File: src/rtl/assert_macros.svh
// Assertion macros shared by the protected memory map decoder RTL.
// No dependencies; included by files that carry concurrent assertions.
`ifndef ASSERT_MACROS_SVH
`define ASSERT_MACROS_SVH

// Check that an expression holds at every clock edge outside reset.
`define ASSERT_ALWAYS(name, clk, rst_n, expr) \
	name: assert property (@(posedge clk) disable iff (!rst_n) (expr)) \
		else $error("assertion failed");

// Check that a condition implies a consequence in the same cycle.
`define ASSERT_IMPLIES(name, clk, rst_n, ante, cons) \
	name: assert property (@(posedge clk) disable iff (!rst_n) (ante) |-> (cons)) \
		else $error("assertion failed");

`endif

File: src/rtl/pmmd_pkg.sv
// Package for the protected memory map decoder: codes, widths and shared types.
// No dependencies; used by pmmd_ctrl and the top level.
`timescale 1ns / 1ps

package pmmd_pkg;

	localparam int unsigned AddrW    = 16;
	localparam int unsigned IdxW     = 15;
	localparam int unsigned ByteW    = 8;

	localparam logic [1:0] CMD_READ  = 2'd0;
	localparam logic [1:0] CMD_WRITE = 2'd1;
	localparam logic [1:0] CMD_LOAD  = 2'd2;

	localparam logic [3:0] NIB_PORT_A = 4'h0;
	localparam logic [3:0] NIB_PORT_B = 4'h1;
	localparam logic [3:0] NIB_FLAG   = 4'h2;

	typedef enum logic [1:0] {
		REGION_RAM  = 2'd0,
		REGION_ROM  = 2'd1,
		REGION_PORT = 2'd2,
		REGION_NONE = 2'd3
	} region_t;

	typedef enum logic [1:0] {
		RSEL_ZERO = 2'd0,
		RSEL_RAM  = 2'd1,
		RSEL_ROM  = 2'd2,
		RSEL_PORT = 2'd3
	} rsel_t;

	typedef struct packed {
		logic ram_we;
		logic ram_re;
		logic rom_we;
		logic rom_re;
	} mem_ctl_t;

endpackage

File: src/rtl/pmmd_ctrl.sv
// Address decode, port registers and user bit of the protected memory map decoder.
// Depends on pmmd_pkg; instanced by the top level.
`timescale 1ns / 1ps

module pmmd_ctrl (
	input  logic                         clk,
	input  logic                         arst_n,
	input  logic                         fire,
	input  logic [1:0]                   command,
	input  logic [pmmd_pkg::AddrW-1:0]   bus_address,
	input  logic [pmmd_pkg::ByteW-1:0]   write_data,
	input  logic                         vector_pull,
	output pmmd_pkg::mem_ctl_t           mem_ctl,
	output pmmd_pkg::region_t            region,
	output pmmd_pkg::rsel_t              rsel,
	output logic [pmmd_pkg::ByteW-1:0]   port_rdata,
	output logic                         user_next
);

	logic [pmmd_pkg::ByteW-1:0] port_a_q;
	logic [pmmd_pkg::ByteW-1:0] port_b_q;
	logic [pmmd_pkg::ByteW-1:0] flag_q;
	logic [pmmd_pkg::ByteW-1:0] port_a_eff;
	logic                       user;
	logic                       upper;
	logic                       is_load;
	logic                       is_write;
	logic                       is_read;
	logic [3:0]                 nib;
	pmmd_pkg::region_t          dec;
	logic                       wr_a;
	logic                       wr_b;
	logic                       wr_flag;

	assign port_a_eff = vector_pull ? {port_a_q[pmmd_pkg::ByteW-1:1], 1'b0} : port_a_q;
	assign user       = port_a_eff[0];
	assign upper      = bus_address[15];
	assign nib        = bus_address[3:0];
	assign is_load    = (command == pmmd_pkg::CMD_LOAD);
	assign is_write   = (command == pmmd_pkg::CMD_WRITE);
	assign is_read    = !is_load && !is_write;

	always_comb begin
		if (!user) begin
			if (!upper) begin
				dec = pmmd_pkg::REGION_RAM;
			end else if (bus_address[14:10] == 5'd0) begin
				dec = pmmd_pkg::REGION_PORT;
			end else begin
				dec = pmmd_pkg::REGION_ROM;
			end
		end else if (upper) begin
			dec = pmmd_pkg::REGION_ROM;
		end else if (bus_address[14:12] == 3'd0) begin
			dec = pmmd_pkg::REGION_RAM;
		end else begin
			dec = pmmd_pkg::REGION_NONE;
		end
	end

	assign region = is_load ? pmmd_pkg::REGION_ROM : dec;

	always_comb begin
		if (!is_read) begin
			rsel = pmmd_pkg::RSEL_ZERO;
		end else begin
			unique case (dec)
				pmmd_pkg::REGION_RAM:  rsel = pmmd_pkg::RSEL_RAM;
				pmmd_pkg::REGION_ROM:  rsel = pmmd_pkg::RSEL_ROM;
				pmmd_pkg::REGION_PORT: rsel = pmmd_pkg::RSEL_PORT;
				default:               rsel = pmmd_pkg::RSEL_ZERO;
			endcase
		end
	end

	always_comb begin
		unique case (nib)
			pmmd_pkg::NIB_PORT_A: port_rdata = port_a_eff;
			pmmd_pkg::NIB_PORT_B: port_rdata = port_b_q;
			pmmd_pkg::NIB_FLAG:   port_rdata = flag_q;
			default:              port_rdata = '0;
		endcase
	end

	assign wr_a    = is_write && (dec == pmmd_pkg::REGION_PORT) && (nib == pmmd_pkg::NIB_PORT_A);
	assign wr_b    = is_write && (dec == pmmd_pkg::REGION_PORT) && (nib == pmmd_pkg::NIB_PORT_B);
	assign wr_flag = is_write && (dec == pmmd_pkg::REGION_PORT) && (nib == pmmd_pkg::NIB_FLAG);

	assign user_next = wr_a ? write_data[0] : port_a_eff[0];

	assign mem_ctl.ram_we = fire && is_write && (dec == pmmd_pkg::REGION_RAM);
	assign mem_ctl.ram_re = fire && is_read && (dec == pmmd_pkg::REGION_RAM);
	assign mem_ctl.rom_we = fire && is_load;
	assign mem_ctl.rom_re = fire && is_read && (dec == pmmd_pkg::REGION_ROM);

	always_ff @(posedge clk or negedge arst_n) begin
		if (!arst_n) begin
			port_a_q <= '0;
			port_b_q <= '0;
			flag_q   <= '0;
		end else if (fire) begin
			port_a_q <= wr_a ? write_data : port_a_eff;
			if (wr_b) begin
				port_b_q <= write_data;
			end
			if (wr_flag) begin
				flag_q <= write_data;
			end
		end
	end

endmodule

File: config.mk
export PLATFORM = sky130hd
export DESIGN_NAME = pmmd_ctrl
export DESIGN_NICKNAME = d
export VERILOG_FILES = /design/src/rtl/assert_macros.svh /design/src/rtl/pmmd_pkg.sv /design/src/rtl/pmmd_ctrl.sv
export SDC_FILE = /design/constraint.sdc
export NUM_CORES = 1
export LEC_CHECK = 0
export BUFFER_PORTS_ARGS = -buffer_cell sky130_fd_sc_hd__clkbuf_2
export CORE_MARGIN = 2
export CORE_UTILIZATION = 50
export CTS_CLUSTER_SIZE = 30
export DETAILED_ROUTE_END_ITERATION = 7
export PLACE_DENSITY = 0.86
export SETUP_SLACK_MARGIN = 0.1
export SLEW_MARGIN = 0
export SYNTH_ARGS = -nofsm -noshare
export SYNTH_HDL_FRONTEND = slang
export SYNTH_SLANG_ARGS = --single-unit
File: constraint.sdc
create_clock -name clk -period 2.6 [get_ports clk]
set_input_delay 0.13 -clock clk [delete_from_list [all_inputs] [get_ports clk]]
set_output_delay 0.13 -clock clk [all_outputs]
set_load 0.02 [all_outputs]
==> results.toml <==
[status]
outcome = "complete, no violations"

[placement]
portBuffers = 40
hpwl_microns = 2280
placed_area_sq_um = 1660
gp_congestion = 0.799
post-place-ws_ns = 0.125

[die]
die_w_microns = 57.6
die_area_sq_um = 3310
io_pins = 47
fp.coreArea_sq_um = 2730
die_y_microns = 57.6
rows = 19
initial_utilization_pct = 52.5

[final_layout]
syn2layout_area_growth_pct = 22.0
layout_common_cells = "clkbuf_2 (39), dfrtp_1 (24), mux2_2 (15)"
utilization_pct = 64.0
drive_gt1_share_pct = 51.8
finalInstanceArea_sq_um = 1750
nets = 206
diodes = 0
final_common_cell = "clkbuf_2"

[hold_path]
holdCritStartpoint = "write_data[3]"
hold_end = "flag_q[3]$_DFFE_PN0P_"
hp-class = "in -> reg"
hold_depth = 2

[timing]
fmax_mhz = 418
setup_tns_ns = 0
slew_viol_final = 0
setup_viol = 0
final.min_clock_period_ns = 2.39
period_share_pct = 92.0
rsz0062_at_grt = "false"
hold_viol_final = 0
relSlewSlack_pct = 61.3
tightest_slew_ns = 0.581
skew_ns = 0.00263
setup_slack_ns = 0.207

[grt]
grt_max_degree = 25
antenna_found_initial = 0
grt_usage_pct = 20.3
grt_pass1_vias = 1126
grt_pass1_wl_microns = 5170
overflow = 0

[detailed_routing]
drt_iter0_drc = 30
first_pass_iters = 4
wl_per_cell_microns = 15.7
drc_errors = 0
vias_per_cell = 5.55
wirelength_microns = 3160
vias = 1115
ant_nets = 0

[pwr]
power.switching_uw = 169
cellPowerDensity_nw_per_um2 = 420
swShare_pct = 23.0
intPower_uw = 566
vdd_drop_max_mv = 0.735
seqPwrFrac_pct = 50.9
p_leak_uw = 0.000904
power_frac_comb_pct = 12.4
clockPowerShare_pct = 36.6

[clock_tree]
numClockSinks = 24
cts_tree = "yes"
clkTransAtPathRegs_ns = 0.13
cts_made_buffers = 3
cts-root-buf = "clkbuf_4"
cts_max_path_buffers = 2
clock_latency_ns = 0.31
cts_max_level = 1

[worst_setup_path]
worstPathRequired_ns = 2.47
r2r_cells = 8
crit_arrival_ns = 2.26
r2r-start = "port_a_q[0]$_DFFE_PN0P_"
worstPathMaxFanout = 5
end_kind = "primary output"
criticalPathCategory = "reg -> out"
r2r_slack_ns = 0.37
cp-start-kind = "flop"
timing.rr.end = "port_b_q[6]$_DFFE_PN0P_"

[synth]
ys_warn_count = 0
ys_seq_area_share_pct = 41.8
synth_edf_count = 0
synth_cells = 127
ys_async_sr_fraction_pct = 100
syn-num-nets = 162
synth.distinct_cells = 32
ys.flop_type = "dfrtp_1"
avgSynthCellArea_sq_um = 11.3
ys_ff_latch = 24
netlist_area_sq_um = 1440

[run]
maxCapViolations = 0
## cells in the mapped netlist, types with 2 or more instances
| cell | number | share of area [%] |
|---|---|---|
| or3_1 | 2 | 0.87 |
| nor2_1 | 5 | 1.3 |
| dfrtp_1 | 24 | 42 |
| mux2i_1 | 7 | 4.9 |
| clkbuf_1 | 3 | 0.78 |
| a21oi_1 | 9 | 3.1 |
| or2_2 | 8 | 3.5 |
| mux2_2 | 15 | 12 |
| mux2_4 | 8 | 8.4 |
| nand2b_1 | 4 | 1.7 |
| and3_1 | 3 | 1.3 |
| nor2b_1 | 3 | 1.3 |
| ha_1 | 5 | 4.4 |
| inv_1 | 4 | 1.0 |
| nand2_1 | 7 | 1.8 |
| buf_6 | 2 | 1.6 |
| buf_2 | 2 | 0.70 |
| nand3_2 | 2 | 1.4 |
## layout make-up
cell class,instances,area (sq um)
Multi-Input combinational cell,92,793
Clock inverter,1,30.0
Sequential cell,24,601
Clock buffer,3,22.5
Inverter,4,15.0
Tap cell,31,38.8
Fill cell,202,983
Timing Repair Buffer,46,250
## repair_timing
item	CTS	global route
hold endpoints to repair	24	0
gates resized for setup	2	5
hold buffers	1	0
pin swaps	0	0
buffers inserted	1	0
setup endpoints to repair	2	5
## how the worst max path moves through the flow
| stage | from | to | slack [ns] | cells past startpoint |
|---|---|---|---|---|
| final | port_a_q[0]$_DFFE_PN0P_ | user_next | 0.21 | 8 |
| after global routing | port_a_q[0]$_DFFE_PN0P_ | user_next | 0.11 | 9 |
| after CTS | port_a_q[0]$_DFFE_PN0P_ | user_next | 0.13 | 9 |
| after detailed placement | port_a_q[0]$_DFFE_PN0P_ | flag_q[6]$_DFFE_PN0P_ | 0.12 | 7 |
| after global placement | port_a_q[0]$_DFFE_PN0P_ | flag_q[5]$_DFFE_PN0P_ | 0.19 | 7 |
| after floorplan | port_a_q[0]$_DFFE_PN0P_ | flag_q[0]$_DFFE_PN0P_ | 0.31 | 9 |
## metrics by stage
step | total power [uW] | cells | hold slack [ns]
5_1_grt | 768 | 201 | 0.0404
4_1_cts | 738 | 201 | 0.0624
3_3_place_gp | 466 | 195 | 0.136
3_5_place_dp | 470 | 195 | 0.152
6_report | 736 | 201 | 0.0674
2_1_floorplan | 425 | 127 | -0.166
## kinds of logic (layout without fill, tap and decap cells)
| family | Yosys count | count (layout) | synth area share, % |
|---|---|---|---|
| and+or+nand+nor | 43 | 43 | 18.6 |
| muxes | 30 | 30 | 25.0 |
| DFF | 24 | 24 | 41.8 |
| AOI/OAI and AO/OA | 14 | 14 | 6.10 |
| buffers and inverters | 11 | 54 | 4.10 |
| adders and majority gates | 5 | 5 | 4.36 |
## flip-flops by register name, indices dropped and copies added (netlist names)
| signal | cells |
|---|---|
| port_b_q | 8 |
| port_a_q | 8 |
| flag_q | 8 |
## per-layer routing
metal,vias up,track usage [%],share of wire [%]
met3,2,5.90,3.4
li1,534,-,-
met1,557,24.7,43
met4,0,3.32,0.44
met5,-,0,0
met2,22,36.0,53
## power by group through the flow
stage | combinational, uW | sequential (uW) | clock (uW)
2_1_floorplan | 43.2 | 382 | 0
3_3_place_gp | 84.2 | 382 | 0
3_5_place_dp | 87.9 | 382 | 0
4_1_cts | 90.3 | 375 | 273
5_1_grt | 100 | 375 | 293
6_report | 91.5 | 375 | 269
## worst max-delay path: stages, from the launching register on
cell      delay, ns
dfrtp_1        0.37
nor2b_4        0.18
nor2_1         0.09
or3_4          0.38
ha_1           0.19
and4bb_1       0.21
buf_4          0.16
a31o_2         0.23
buf_4          0.15
Power figures use the tool's default switching activity.
